### src/hw/rtl/assert_macros.svh
// Assertion macros used by the top-level RTL file of the lambda adaptation freeze block.
// No dependencies; with SYNTH defined the macros expand to nothing.
`ifndef ASSERT_MACROS_SVH
`define ASSERT_MACROS_SVH
`ifndef SYNTH
// Same-cycle implication, disabled while reset is active.
`define ASSERT_IMPLIES(label, clk, rst_n, ante, cons, msg) \
    label: assert property (@(posedge clk) disable iff (!rst_n) (ante) |-> (cons)) \
        else $error(msg);
// Next-cycle implication, disabled while reset is active.
`define ASSERT_NEXT(label, clk, rst_n, ante, cons, msg) \
    label: assert property (@(posedge clk) disable iff (!rst_n) (ante) |=> (cons)) \
        else $error(msg);
`else
`define ASSERT_IMPLIES(label, clk, rst_n, ante, cons, msg)
`define ASSERT_NEXT(label, clk, rst_n, ante, cons, msg)
`endif
`endif

### src/hw/rtl/lafz_pkg.sv
// Types and constants of the lambda adaptation freeze block.
// No dependencies; used by all RTL modules of the block.
package lafz_pkg;

    // Configuration register indexes.
    localparam logic [1:0] CFG_FILTER_GAIN     = 2'd0;
    localparam logic [1:0] CFG_DELAY_RELOAD    = 2'd1;
    localparam logic [1:0] CFG_ERROR_THRESHOLD = 2'd2;

    // Configuration reset values.
    localparam logic [7:0]  GAIN_RESET      = 8'd16;
    localparam logic [7:0]  RELOAD_RESET    = 8'd50;
    localparam logic [15:0] THRESHOLD_RESET = 16'd128;

    // Upper bound of the delay counter.
    localparam logic [7:0] DELAY_CAP = 8'd200;

    // Widths of the stream payloads.
    localparam int IN_DATA_W  = 40;
    localparam int OUT_DATA_W = 64;

    typedef struct packed {
        logic               adapt_request;
        logic               monitor_in_range;
        logic               max_updated;
        logic               min_updated;
        logic signed [15:0] feedback_max;
        logic signed [15:0] feedback_min;
    } lafz_item_t;

    // Mean and filter results of one item.
    typedef struct packed {
        logic signed [15:0] mean;
        logic signed [15:0] filtered;
    } lafz_filt_t;

    // Delay, latch and clear results of one item.
    typedef struct packed {
        logic [7:0]         delay;
        logic               freeze;
        logic signed [15:0] adapted;
        logic               clear;
    } lafz_ctl_t;

endpackage

### src/hw/rtl/lafz_mean_filter.sv
// Mean of the tracked feedback extremes and the first-order low-pass filter.
// Depends on lafz_pkg.
module lafz_mean_filter (
    input  logic                 clk,
    input  logic                 rst_n,
    input  logic                 step,
    input  lafz_pkg::lafz_item_t item,
    input  logic [7:0]           gain,
    output lafz_pkg::lafz_filt_t res
);

    logic signed [15:0] mean_hold_reg;
    logic signed [23:0] filter_memory_reg;
    logic               reseed_pending_reg;
    logic               mean_valid_prev_reg;

    logic               det;
    logic signed [16:0] sum;
    logic signed [16:0] sum_adj;
    logic signed [15:0] mean_next;
    logic               reseed;
    logic signed [23:0] target;
    logic signed [24:0] diff;
    logic signed [33:0] prod;
    logic signed [25:0] mem_step;
    logic signed [23:0] mem_next;

    always_comb
    begin
        det = item.max_updated & item.min_updated;
        // Halve with truncation toward zero: a negative odd sum is bumped up first.
        sum       = {item.feedback_max[15], item.feedback_max}
                  + {item.feedback_min[15], item.feedback_min};
        sum_adj   = sum + {16'd0, sum[16] & sum[0]};
        mean_next = det ? sum_adj[16:1] : mean_hold_reg;

        reseed = reseed_pending_reg | (~mean_valid_prev_reg & det);
        target = {mean_next, 8'd0};
        diff   = {target[23], target} - {filter_memory_reg[23], filter_memory_reg};
        prod   = $signed({1'b0, gain}) * diff;
        // The step never overshoots the target, so the sum fits back in 24 bits.
        mem_step = {{2{filter_memory_reg[23]}}, filter_memory_reg} + prod[33:8];
        mem_next = reseed ? target : mem_step[23:0];

        res.mean     = mean_next;
        res.filtered = mem_next[23:8];
    end

    always_ff @(posedge clk or negedge rst_n)
    begin
        if (!rst_n)
        begin
            mean_hold_reg       <= '0;
            filter_memory_reg   <= '0;
            reseed_pending_reg  <= 1'b1;
            mean_valid_prev_reg <= 1'b0;
        end
        else if (step)
        begin
            mean_hold_reg       <= mean_next;
            filter_memory_reg   <= mem_next;
            reseed_pending_reg  <= 1'b0;
            mean_valid_prev_reg <= det;
        end
    end

endmodule

### src/hw/rtl/lafz_freeze_ctrl.sv
// Delay counter, freeze latch, adapted value capture and min/max clear request.
// Depends on lafz_pkg.
module lafz_freeze_ctrl (
    input  logic                 clk,
    input  logic                 rst_n,
    input  logic                 step,
    input  lafz_pkg::lafz_item_t item,
    input  lafz_pkg::lafz_filt_t filt,
    input  logic [7:0]           reload,
    input  logic [15:0]          threshold,
    output lafz_pkg::lafz_ctl_t  ctl
);

    logic               in_range_prev_reg;
    logic               request_prev_reg;
    logic [7:0]         delay_count_reg;
    logic               freeze_latch_reg;
    logic signed [15:0] adapted_hold_reg;

    logic               run;
    logic [7:0]         delay_dec;
    logic [7:0]         delay_raw;
    logic [7:0]         delay_next;
    logic signed [16:0] err;
    logic [16:0]        err_abs;
    logic               latch_clr;
    logic               freeze_next;
    logic signed [15:0] adapted_next;

    always_comb
    begin
        run        = item.adapt_request & (item.monitor_in_range | ~in_range_prev_reg);
        delay_dec  = (delay_count_reg == 8'd0) ? 8'd0 : delay_count_reg - 8'd1;
        delay_raw  = run ? delay_dec : reload;
        delay_next = (delay_raw > lafz_pkg::DELAY_CAP) ? lafz_pkg::DELAY_CAP : delay_raw;

        err     = {filt.mean[15], filt.mean} - {filt.filtered[15], filt.filtered};
        err_abs = err[16] ? -err : err;

        // Reset side of the latch wins over the set side.
        latch_clr   = ~item.adapt_request | (in_range_prev_reg & ~item.monitor_in_range);
        freeze_next = ~latch_clr & (freeze_latch_reg
                    | ((err_abs[15:0] <= threshold) & (delay_next == 8'd0)));

        adapted_next = (freeze_next & ~freeze_latch_reg) ? filt.filtered : adapted_hold_reg;

        ctl.delay   = delay_next;
        ctl.freeze  = freeze_next;
        ctl.adapted = adapted_next;
        ctl.clear   = (item.adapt_request & ~request_prev_reg)
                    | (~item.monitor_in_range & in_range_prev_reg);
    end

    always_ff @(posedge clk or negedge rst_n)
    begin
        if (!rst_n)
        begin
            in_range_prev_reg <= 1'b0;
            request_prev_reg  <= 1'b0;
            delay_count_reg   <= '0;
            freeze_latch_reg  <= 1'b0;
            adapted_hold_reg  <= '0;
        end
        else if (step)
        begin
            in_range_prev_reg <= item.monitor_in_range;
            request_prev_reg  <= item.adapt_request;
            delay_count_reg   <= delay_next;
            freeze_latch_reg  <= freeze_next;
            adapted_hold_reg  <= adapted_next;
        end
    end

endmodule

### src/hw/rtl/lambda_adaptation_freeze.sv
// Lambda adaptation freeze block: top level with stream ports and configuration registers.
// Depends on lafz_pkg, lafz_mean_filter, lafz_freeze_ctrl and assert_macros.svh.
//
// Usage: one input item is sent per control tick on the s_* channel and yields exactly
// one result item on the m_* channel. An item holds the adapt request, the in-range flag,
// the two update flags and the tracked feedback maximum and minimum. The result holds the
// held mean, the filtered mean, the delay counter, the freeze latch, the adapted value
// and the pulse that asks for the min/max trackers to be cleared.
// Path: an item accepted at a clock edge sits in the input register; its result is loaded
// into the output register, which drives m_tvalid, once that register is free or emptied.
// Throughput: one item per cycle while m_tready is high. The mean, the filter multiply (8
// by 25 bits) and the error compare form the single combinational path between registers.
// Stalls: while m_tready is low the result waits in the output register and one more item
// is still taken into the input register; only then does s_tready fall.
// Configuration: cfg_index selects filter_gain (0), delay_reload (1) or error_threshold (2);
// cfg_ready is always high and other indexes are ignored. Writes are meant for idle time.
// Reset: rst_n clears both registers' valid flags, restores the register defaults (16, 50,
// 128) and arms the filter to reseed from the mean on the first item.
`include "assert_macros.svh"

module lambda_adaptation_freeze (
    input  logic                              clk,
    input  logic                              rst_n,
    // Input item stream.
    input  logic                              s_tvalid,
    output logic                              s_tready,
    // [0] adapt_request, [1] monitor_in_range, [2] max_updated, [3] min_updated,
    // [19:4] feedback_max, [35:20] feedback_min, [39:36] zero.
    input  logic [lafz_pkg::IN_DATA_W-1:0]    s_tdata,
    // Result item stream.
    output logic                              m_tvalid,
    input  logic                              m_tready,
    // [15:0] mean_out, [31:16] filtered_out, [39:32] delay_out, [40] freeze_out,
    // [56:41] adapted_out, [57] clear_minmax, [63:58] zero.
    output logic [lafz_pkg::OUT_DATA_W-1:0]   m_tdata,
    // Configuration write channel.
    input  logic                              cfg_valid,
    output logic                              cfg_ready,
    input  logic [1:0]                        cfg_index,
    input  logic [15:0]                       cfg_data
);

    logic                 in_valid_reg;
    logic                 in_valid_next;
    lafz_pkg::lafz_item_t in_data_reg;
    logic                 out_valid_reg;
    logic                 out_valid_next;
    lafz_pkg::lafz_filt_t out_filt_reg;
    lafz_pkg::lafz_ctl_t  out_ctl_reg;

    logic [7:0]           gain_reg;
    logic [7:0]           reload_reg;
    logic [15:0]          threshold_reg;

    logic                 fire;
    logic                 in_take;
    lafz_pkg::lafz_filt_t filt;
    lafz_pkg::lafz_ctl_t  ctl;

    // An item in the input register moves on whenever the output register is free or
    // is being emptied in the same cycle; all state advances exactly at that edge.
    assign fire      = in_valid_reg & (~out_valid_reg | m_tready);
    assign s_tready  = ~in_valid_reg | fire;
    assign in_take   = s_tvalid & s_tready;
    assign cfg_ready = 1'b1;

    always_comb
    begin
        in_valid_next = in_take ? 1'b1 : (fire ? 1'b0 : in_valid_reg);
        out_valid_next = fire ? 1'b1 : (m_tready ? 1'b0 : out_valid_reg);
    end

    always_ff @(posedge clk or negedge rst_n)
    begin
        if (!rst_n)
        begin
            in_valid_reg  <= 1'b0;
            out_valid_reg <= 1'b0;
        end
        else
        begin
            in_valid_reg  <= in_valid_next;
            out_valid_reg <= out_valid_next;
        end
    end

    // Payload registers carry no reset.
    always_ff @(posedge clk)
    begin
        if (in_take)
        begin
            in_data_reg.adapt_request    <= s_tdata[0];
            in_data_reg.monitor_in_range <= s_tdata[1];
            in_data_reg.max_updated      <= s_tdata[2];
            in_data_reg.min_updated      <= s_tdata[3];
            in_data_reg.feedback_max     <= s_tdata[19:4];
            in_data_reg.feedback_min     <= s_tdata[35:20];
        end
        if (fire)
        begin
            out_filt_reg <= filt;
            out_ctl_reg  <= ctl;
        end
    end

    // Configuration registers.
    always_ff @(posedge clk or negedge rst_n)
    begin
        if (!rst_n)
        begin
            gain_reg      <= lafz_pkg::GAIN_RESET;
            reload_reg    <= lafz_pkg::RELOAD_RESET;
            threshold_reg <= lafz_pkg::THRESHOLD_RESET;
        end
        else if (cfg_valid & cfg_ready)
        begin
            case (cfg_index)
                lafz_pkg::CFG_FILTER_GAIN:     gain_reg      <= cfg_data[7:0];
                lafz_pkg::CFG_DELAY_RELOAD:    reload_reg    <= cfg_data[7:0];
                lafz_pkg::CFG_ERROR_THRESHOLD: threshold_reg <= cfg_data;
                default:                       ;
            endcase
        end
    end

    lafz_mean_filter u_mean_filter (
        .clk   (clk),
        .rst_n (rst_n),
        .step  (fire),
        .item  (in_data_reg),
        .gain  (gain_reg),
        .res   (filt)
    );

    lafz_freeze_ctrl u_freeze_ctrl (
        .clk       (clk),
        .rst_n     (rst_n),
        .step      (fire),
        .item      (in_data_reg),
        .filt      (filt),
        .reload    (reload_reg),
        .threshold (threshold_reg),
        .ctl       (ctl)
    );

    assign m_tvalid = out_valid_reg;
    assign m_tdata  = {6'd0,
                       out_ctl_reg.clear,
                       out_ctl_reg.adapted,
                       out_ctl_reg.freeze,
                       out_ctl_reg.delay,
                       out_filt_reg.filtered,
                       out_filt_reg.mean};

    // A fired item always shows up as a result in the next cycle.
    `ASSERT_NEXT(a_fire_shows_result, clk, rst_n, fire, m_tvalid, "fired item has no result")
    // The input side only stalls when both registers are full and the receiver stalls.
    `ASSERT_IMPLIES(a_ready_only_when_blocked, clk, rst_n, !s_tready, in_valid_reg && m_tvalid && !m_tready, "input stalled without backpressure")
    // The delay counter never leaves its capped range.
    `ASSERT_IMPLIES(a_delay_capped, clk, rst_n, m_tvalid, out_ctl_reg.delay <= lafz_pkg::DELAY_CAP, "delay counter above cap")
    // Without an adapt request the freeze latch is cleared.
    `ASSERT_NEXT(a_freeze_needs_request, clk, rst_n, fire && !in_data_reg.adapt_request, !out_ctl_reg.freeze, "freeze set without request")

endmodule

### config.mk
export PLATFORM = sky130hd
export DESIGN_NAME = lambda_adaptation_freeze
export DESIGN_NICKNAME = d
export VERILOG_FILES = /design/src/hw/rtl/lafz_pkg.sv /design/src/hw/rtl/lafz_mean_filter.sv /design/src/hw/rtl/lafz_freeze_ctrl.sv /design/src/hw/rtl/lambda_adaptation_freeze.sv
export VERILOG_INCLUDE_DIRS = /design/src /design/src/hw/rtl
export SDC_FILE = /design/constraint.sdc
export NUM_CORES = 1
export LEC_CHECK = 0
export BUFFER_PORTS_ARGS = -buffer_cell sky130_fd_sc_hd__buf_2
export CORE_MARGIN = 3
export CORE_UTILIZATION = 50
export DETAILED_ROUTE_END_ITERATION = 6
export PLACE_DENSITY = 0.68
export SYNTH_ARGS = -nofsm -noshare
export SYNTH_HDL_FRONTEND = slang
export SYNTH_SLANG_ARGS = --single-unit
export TNS_END_PERCENT = 30
### constraint.sdc
create_clock -name clk -period 21.9 [get_ports clk]
set_input_delay 2.19 -clock clk [delete_from_list [all_inputs] [get_ports clk]]
set_output_delay 2.19 -clock clk [all_outputs]
set_load 0.01 [all_outputs]
==> results of run 1 <==
## Yosys cell counts, drive strengths merged, types with 11 or more instances
cell,instances,area (um^2)
mux2,47,533
xnor2,87,769
a31oi,18,128
o21bai,14,105
a21o,37,278
and2,131,820
buf,11,68.8
nor3,30,155
ha,151,1890
a21oi,78,398
inv,278,1050
xor2,32,280
nand3,21,105
nand2,239,897
edfxtp,94,2820
nor2b,16,103
dfrtp,97,2430
nand2b,19,126
o21a,22,174
fa,153,3060
o21ai,89,453
clkbuf,45,169
nor2,93,349
and3,12,77.6
## per-stage QoR
stage / instance area, um^2 / worst slack, ns / cells / util / hold slack [ns]
finish: 20300 / 4.54 / 2550 / 0.554 / 0.468
global route: 20300 / 3.30 / 2550 / 0.554 / 0.489
CTS: 20300 / 4.57 / 2550 / 0.554 / 0.477
floorplan: 18700 / 6.76 / 1972 / - / 0.431
detailed placement: 19700 / 4.64 / 2518 / 0.538 / 0.459
global placement: 19700 / 4.77 / 2518 / 0.538 / 0.447
## critical path: cells and delay by family, from the launching register on
family	cells	cell delay [ns]
compound gates	35	6.80
xor+xnor	5	1.30
fa+ha+maj	12	4.65
buf+inv	6	0.71
flops	1	0.33
mux	2	0.84
simple gates	16	2.44
## kinds of logic after synthesis
| kind of cell | Yosys count | share of synthesized area |
|---|---|---|
| adders and majority gates | 305 | 0.266 |
| and+or+nand+nor | 618 | 0.163 |
| DFF | 197 | 0.290 |
| other | 2 | 0.000403 |
| xor gates and xnor gates | 120 | 0.0575 |
| AOI/OAI and AO/OA | 334 | 0.119 |
| buffers and inverters | 334 | 0.0689 |
| muxes | 57 | 0.0340 |
## worst min path at each step
stage / from / end / depth (start not counted)
after floorplan: in_data_reg[34] / u_freeze_ctrl.in_range_prev_reg / 2
after global placement: in_data_reg[34] / u_freeze_ctrl.in_range_prev_reg / 2
after detailed placement: u_freeze_ctrl.adapted_hold_reg[12] / u_freeze_ctrl.adapted_hold_reg[12] / 2
after CTS: u_freeze_ctrl.adapted_hold_reg[12] / u_freeze_ctrl.adapted_hold_reg[12] / 2
after global routing: u_freeze_ctrl.adapted_hold_reg[8] / u_freeze_ctrl.adapted_hold_reg[8] / 2
final: in_data_reg[34] / u_freeze_ctrl.in_range_prev_reg / 2
## area by class of cell
| type | count | area share |
|---|---|---|
| tap | 468 | 0.0288 |
| timing repair buffer | 134 | 0.0351 |
| clock buffer | 19 | 0.0213 |
| inverter | 278 | 0.0516 |
| multi-input combinational | 1441 | 0.589 |
| sequential | 197 | 0.266 |
| clock inverter | 13 | 0.00849 |
## layer usage
layer / vias up / wire [um] / global-route usage
met5: - / 0 / 0
met4: 0 / 901 / 0.0625
met3: 57 / 1570 / 0.0285
met2: 301 / 21600 / 0.398
met1: 6857 / 18700 / 0.292
li1: 6720 / - / -
==> flow_summary_export.csv, run 1 <==
group,metric,value,unit
run_status,outcome,"finished clean",
sta,slew_headroom,0.234,
synthesis,ys_ff_latch,197,
grt,antenna_found_initial,0,
routing,wirelength,42800,um
floorplan,fp.dieW,199,um
routing,firstDrtPassIters,5,
setup_path,reg2reg_from,"in_data_reg[0]",
clock_tree,post_cts_buffers,0,
finish,largest_register_ffs,58,
sta,fmaxAchievable,0.0576,GHz
sta,fin_crit,17.36,ns
finish,area_growth,9.08,%
synthesis,postSynthCellCount,1967,
sta,finalHoldViolations,0,
synthesis,synth_ff_type,"dfrtp_1",
setup_path,reg2reg_to,"m_tdata[53]",
synthesis,async_reset_ff_frac,0.523,
clock_tree,cts.sinks,197,
routing,drt-vias-per-instance,5.46,
clock_tree,clkTransAtPathRegs,0.07,ns
sta,worstMarginPinSlew,1.15,ns
setup_path,r2r_cells,76,
finish,final_cell_mix,"inv_1, nand2_1, fa_1, ha_1, and2_1",
clock_tree,cts_tree,"done",
worst_hold_path,holdCritPathClass,"reg -> reg",
finish,final_common_cell,"inv_1",
floorplan,dieArea,39600,um^2
placed_design,io_buffers,118,
synthesis,ys_warn_count,0,
setup_path,crit_slowest_cell,"xor2_1",
clock_tree,cts_hold_buffers,0,
routing,vias,13935,
sta,slew_violations,0,
placed_design,dpl.hpwl,33500,um
clock_tree,cts_buffer_depth,2,
finish,final-seq-area,5410,um^2
finish,diodes,0,
clock_tree,htreeDepth,4,
floorplan,start_util,0.508,
sta,finalSetupViolCount,0,
setup_path,cp_data_arrival_time,17.55,ns
synthesis,yosysSeqAreaShare,0.290,
clock_tree,cts_resized,0,
grt,track_usage,0.225,
clock_tree,cts-buffers-inserted,17,
synthesis,ys_types,94,
grt,grt_max_degree,76,
setup_path,slowest_delay,0.61,ns
setup_path,endpoint,"m_tdata[53]",
grt,overflow,0,
grt,grt_pass1_wl,71800,um
setup_path,cp-end-kind,"flip-flop",
routing,ant_nets,0,
sta,fin_crit_sh,0.793,
finish,fillCellCount,3218,
finish,drive_gt1_frac,0.122,
run,cap_violations,0,
floorplan,fp.dieH,199,um
setup_path,start_kind,"flip-flop",
setup_path,cp.required,22.09,ns
routing,wl_per_cell,16.8,um
grt,grt_pass1_vias,14412,
synthesis,synth_edf_count,94,
sta,clock_skew,0.0114,ns
floorplan,io_pins,130,
synthesis,synth_area_per_cell,9.48,um^2
setup_path,crit_path_frequent_cell,"a21o_1",
clock_tree,root_buffer,"clkbuf_16",
finish,fin_nets,2436,
floorplan,fp.coreArea,36700,um^2
setup_path,path_class,"reg -> reg",
clock_tree,clock_latency,0.45,ns
finish,multi_input_area,12000,um^2
synthesis,synth_area,18600,um^2
sta,rsz0062_at_grt,"no",
setup_path,rrSetupSlack,4.54,ns
floorplan,core.rowCount,70,
routing,drt_iter0_drc,700,
setup_path,cp_max_fo,25,
placed_design,gp_congestion,0.853,
sta,fin_setup_tns,0,ns
setup_path,timing.critical_path.from,"in_data_reg[0]",
routing,drc,0,
Power of run 1 is not shown: default switching activity piles up to over one toggle a cycle in this logic, so the estimate is an artifact.
==> run 2: changes to the inputs <==
==> constraint.sdc (replaced) <==
create_clock -name clk -period 16.75 [get_ports clk]
set_input_delay 1.675 -clock clk [delete_from_list [all_inputs] [get_ports clk]]
set_output_delay 1.675 -clock clk [all_outputs]
set_load 0.01 [all_outputs]
==> run 2 against run 1 <==
  * Non-clock buffer count rose by 25
  * First-iteration DRC count is 9.4% higher
  * Die area stayed put
  * Largest cell class unchanged
==> flow_summary_export.csv, run 2 (synthesized netlist as in run 1, its figures left out) <==
group,metric,value,unit
setup_path,reg2reg_from,"in_data_reg[16]",
worst_hold_path,holdCritPathClass,"reg -> reg",
sta,fin_crit,15.84,ns
worst_hold_path,hold_end,"u_mean_filter.mean_hold_reg[10]",
setup_path,path_delay_family,"compound AO/OA/AOI/OAI gates",
sta,finalSetupViolCount,0,
routing,firstDrtPassIters,5,
finish,post-route-util,0.561,
grt,grt_max_degree,78,
grt,grt_use_met2,0.390,
finish,final_cell_mix,"inv_1, nand2_1, fa_1, ha_1, and2_1",
setup_path,cp_max_fo,22,
finish,fin_nets,2461,
grt,grt-busiest-layer,"met2",
finish,largest_register_ffs,58,
run_status,outcome,"finished clean",
finish,diodes,0,
grt,grtUsageMet1,0.296,
floorplan,fp.dieH,199,um
floorplan,fp.coreArea,36700,um^2
setup_path,start_kind,"flip-flop",
routing,wl_per_cell,16.4,um
floorplan,core.rowCount,70,
setup_path,crit_buf_inv,7,
finish,final_common_cell,"inv_1",
sta,fmaxAchievable,0.0631,GHz
run,cap_violations,0,
clock_tree,post_cts_buffers,0,
grt,track_usage,0.224,
clock_tree,cts-buffers-inserted,17,
routing,drt-vias-per-instance,5.39,
setup_path,crit_slowest_cell,"fa_1",
floorplan,fp.dieW,199,um
sta,clock_skew,0.0115,ns
setup_path,slowest_delay,0.53,ns
setup_path,path_class,"reg -> reg",
clock_tree,cts_buffer_depth,2,
setup_path,r2r_cells,72,
routing,wirelength,42300,um
finish,area_growth,10.4,%
sta,slew_headroom,0.243,
clock_tree,clkTransAtPathRegs,0.07,ns
floorplan,dieArea,39600,um^2
routing,drt_iter0_drc,766,
routing,ant_nets,0,
sta,holdWs,0.479,ns
setup_path,cp.required,16.94,ns
grt,grt_pass1_vias,14280,
routing,drc,0,
placed_design,io_buffers,118,
clock_tree,cts.sinks,197,
clock_tree,clock_latency,0.45,ns
setup_path,cp_data_arrival_time,16.04,ns
clock_tree,htreeDepth,4,
sta,finalHoldViolations,0,
clock_tree,cts_tree,"done",
sta,fin_crit_sh,0.946,
setup_path,crit_path_frequent_cell,"a21o_1",
worst_hold_path,holdCritStartpoint,"u_mean_filter.mean_hold_reg[10]",
worst_hold_path,hold_path_depth,2,
clock_tree,root_buffer,"clkbuf_16",
floorplan,start_util,0.508,
sta,slew_violations,0,
grt,antenna_found_initial,0,
routing,vias,13883,
setup_path,reg2reg_to,"m_tdata[53]",
grt,overflow,0,
sta,worstMarginPinSlew,1.13,ns
placed_design,gp_congestion,0.860,
setup_path,cp-end-kind,"flip-flop",
grt,grt_pass1_wl,71100,um
placed_design,dpl.hpwl,33600,um
floorplan,io_pins,130,
finish,drive_gt1_frac,0.141,
setup_path,rrSetupSlack,0.91,ns
grt,use_met3,0.0293,
-- run 2: cell count changes in the layout (fill, tap and decap cells not counted), sizes merged --
cell / previous run / this run
buf: 134 / 159
bufinv: 3 / 0
clkbuf: 19 / 18
clkinv: 1 / 8
clkinvlp: 5 / 2
-- run 2: how the worst max path moves through the flow --
| stage | start | to | slack (ns) | cells after the start |
|---|---|---|---|---|
| global placement | in_data_reg[0] | m_tdata[51] | 0.66 | 76 |
| detailed placement | in_data_reg[0] | m_tdata[51] | 0.46 | 76 |
| finish | in_data_reg[16] | m_tdata[53] | 0.91 | 72 |
| global route | in_data_reg[16] | u_freeze_ctrl.adapted_hold_reg[2] | -0.02 | 77 |
| floorplan | in_data_reg[0] | m_tdata[56] | 1.61 | 77 |
| CTS | in_data_reg[0] | m_tdata[53] | 0.35 | 76 |
-- run 2: worst reg2reg max path, delay by kind of cell (launching register included) --
kind / cells / cell delay, ns
simple gates: 17 / 2.99
compound gates: 28 / 5.15
flops: 1 / 0.34
buf+inv: 7 / 0.65
mux: 3 / 0.89
xor+xnor: 5 / 1.14
fa+ha+maj: 12 / 4.47
-- run 2: area by class of cell --
| type | instances | area (um^2) |
|---|---|---|
| fill | 3178 | 16100 |
| multi-input combinational | 1441 | 12100 |
| sequential | 197 | 5410 |
| inverter | 278 | 1050 |
| timing repair buffer | 159 | 913 |
| tap | 468 | 586 |
| clock buffer | 18 | 429 |
| clock inverter | 14 | 125 |
-- run 2: metal layers --
metal | vias up | share of wire
li1 | 6784 | -
met1 | 6742 | 0.44
met3 | 58 | 0.041
met4 | 0 | 0.022
met5 | - | 0
met2 | 299 | 0.50
-- run 2: per-stage QoR --
step / std cells / setup TNS, ns / cell area [um^2] / setup slack, ns
after floorplan: 1972 / 0 / 18700 / 1.61
after global placement: 2543 / 0 / 19900 / 0.662
after detailed placement: 2543 / 0 / 19900 / 0.463
after CTS: 2575 / 0 / 20500 / 0.352
after global routing: 2575 / -0.0153 / 20600 / -0.0153
final: 2575 / 0 / 20600 / 0.906
-- run 2: timing repair --
item                                    in CTS  in global routing
endpoints found under the setup margin       0                 33
endpoints found under the hold margin        0                  0
hold buffers                                 0                  0
gates resized for setup                      0                 20
Power of run 2 is left out for the same reason.
==> run 3: changes to the inputs <==
--- a/config.mk
+++ b/config.mk
@@ -9,6 +9,7 @@
 export BUFFER_PORTS_ARGS = -buffer_cell sky130_fd_sc_hd__buf_2
 export CORE_MARGIN = 3
 export CORE_UTILIZATION = 50
+export CTS_BUF_LIST = sky130_fd_sc_hd__clkbuf_16
 export DETAILED_ROUTE_END_ITERATION = 6
 export PLACE_DENSITY = 0.68
 export SYNTH_ARGS = -nofsm -noshare
==> run 3 against run 2 <==
  * Wire length about the same
  * Via count about the same
  * Register-to-register slack about the same
  * Utilization unchanged
  * Clock skew about the same
  * Final area unchanged
==> flow_summary_export.csv, run 3 (synthesized netlist as in run 1, its figures left out) <==
group,metric,value,unit
run_status,outcome,"finished clean",
routing,drt_iter0_drc,766,
grt,overflow,0,
floorplan,core.rowCount,70,
finish,final_cell_mix,"inv_1, nand2_1, fa_1, ha_1, and2_1",
setup_path,cp_max_fo,22,
clock_tree,post_cts_buffers,0,
setup_path,crit_slowest_cell,"fa_1",
sta,clock_skew,0.0118,ns
grt,grt_max_degree,78,
floorplan,io_pins,130,
sta,slew_violations,0,
floorplan,fp.dieW,199,um
setup_path,crit_buf_inv,7,
setup_path,crit_path_frequent_cell,"a21o_1",
clock_tree,clock_latency,0.45,ns
clock_tree,clkTransAtPathRegs,0.07,ns
placed_design,io_buffers,118,
finish,fin_cells,2575,
clock_tree,htreeDepth,4,
finish,fin_nets,2461,
routing,wirelength,42300,um
finish,area_growth,10.4,%
finish,drive_gt1_frac,0.141,
finish,final-seq-area,5410,um^2
routing,wl_per_cell,16.4,um
worst_hold_path,holdCritPathClass,"reg -> reg",
setup_path,cp.required,16.95,ns
clock_tree,cts_hold_buffers,0,
routing,ant_nets,0,
grt,track_usage,0.224,
sta,fin_crit_sh,0.946,
routing,vias,13891,
grt,grt_pass1_wl,71100,um
finish,fillCellCount,3178,
clock_tree,cts_resized,0,
floorplan,fp.dieH,199,um
setup_path,cp-end-kind,"flip-flop",
routing,drt-vias-per-instance,5.39,
clock_tree,cts_tree,"done",
finish,diodes,0,
run,cap_violations,0,
floorplan,dieArea,39600,um^2
placed_design,gp_congestion,0.860,
clock_tree,root_buffer,"clkbuf_16",
grt,grt_pass1_vias,14280,
grt,antenna_found_initial,0,
sta,fin_crit,15.84,ns
sta,fmaxAchievable,0.0631,GHz
finish,largest_register_ffs,58,
finish,final_common_cell,"inv_1",
finish,multi_input_area,12100,um^2
setup_path,path_class,"reg -> reg",
setup_path,path_delay_family,"compound AO/OA/AOI/OAI gates",
floorplan,start_util,0.508,
floorplan,fp.coreArea,36700,um^2
placed_design,dp_cells,2543,
sta,finalHoldViolations,0,
placed_design,dpl.hpwl,33600,um
sta,worstMarginPinSlew,1.13,ns
setup_path,start_kind,"flip-flop",
routing,firstDrtPassIters,5,
setup_path,slowest_delay,0.53,ns
setup_path,cp_data_arrival_time,16.04,ns
sta,slew_headroom,0.243,
sta,finalSetupViolCount,0,
routing,drc,0,
sta,holdWs,0.479,ns
clock_tree,cts_buffer_depth,2,
clock_tree,cts.sinks,197,
clock_tree,cts-buffers-inserted,17,
run 3: cell count changes in the layout (fill, tap and decap cells not counted):
cell | previous run | this run
clkbuf_1 | 1 | 0
inv_1 | 275 | 276
run 3: path summary, 6_finish.rpt:
path	startpoint	endpoint	slack (ns)	cells after the start
min	u_mean_filter.mean_hold_reg[10]	u_mean_filter.mean_hold_reg[10]	0.48	2
min in group asynchronous	rst_n	u_freeze_ctrl.delay_count_reg[1]	1.23	1
max	in_data_reg[16]	m_tdata[53]	0.91	72
min reg2reg	u_mean_filter.mean_hold_reg[10]	u_mean_filter.mean_hold_reg[10]	0.48	2
max reg2reg	in_data_reg[16]	m_tdata[53]	0.91	72
max in group asynchronous	rst_n	u_mean_filter.mean_hold_reg[14]	14.29	2
run 3: final cells by class:
cell class | instances | area share
clock buffer | 17 | 0.0207
sequential | 197 | 0.263
tap | 468 | 0.0285
inverter | 278 | 0.0510
multi-input combinational | 1441 | 0.586
timing repair buffer | 159 | 0.0444
clock inverter | 15 | 0.00626
run 3: metrics by stage:
| step | area (um^2) | worst slack [ns] | TNS (ns) | utilization |
|---|---|---|---|---|
| 2_1_floorplan | 18700 | 1.61 | 0 | - |
| 3_3_place_gp | 19900 | 0.662 | 0 | 0.543 |
| 3_5_place_dp | 19900 | 0.463 | 0 | 0.543 |
| 4_1_cts | 20500 | 0.352 | 0 | 0.558 |
| 5_1_grt | 20600 | -0.0153 | -0.0153 | 0.561 |
| 6_report | 20600 | 0.908 | 0 | 0.561 |
run 3: metal layers:
metal  vias to the layer above  part of all wire  track usage
met4                         0             0.022       0.0606
met5                         -                 0            0
met2                       305              0.50        0.390
met1                      6745              0.44        0.296
li1                       6784                 -            -
met3                        57             0.041       0.0293
run 3: tightest hold or removal path, stage by stage, from the launching register on:
cell     delay [ns]
dfrtp_1        0.34
nand2_1        0.05
o21ai_0        0.06
Power of run 3 is left out for the same reason.
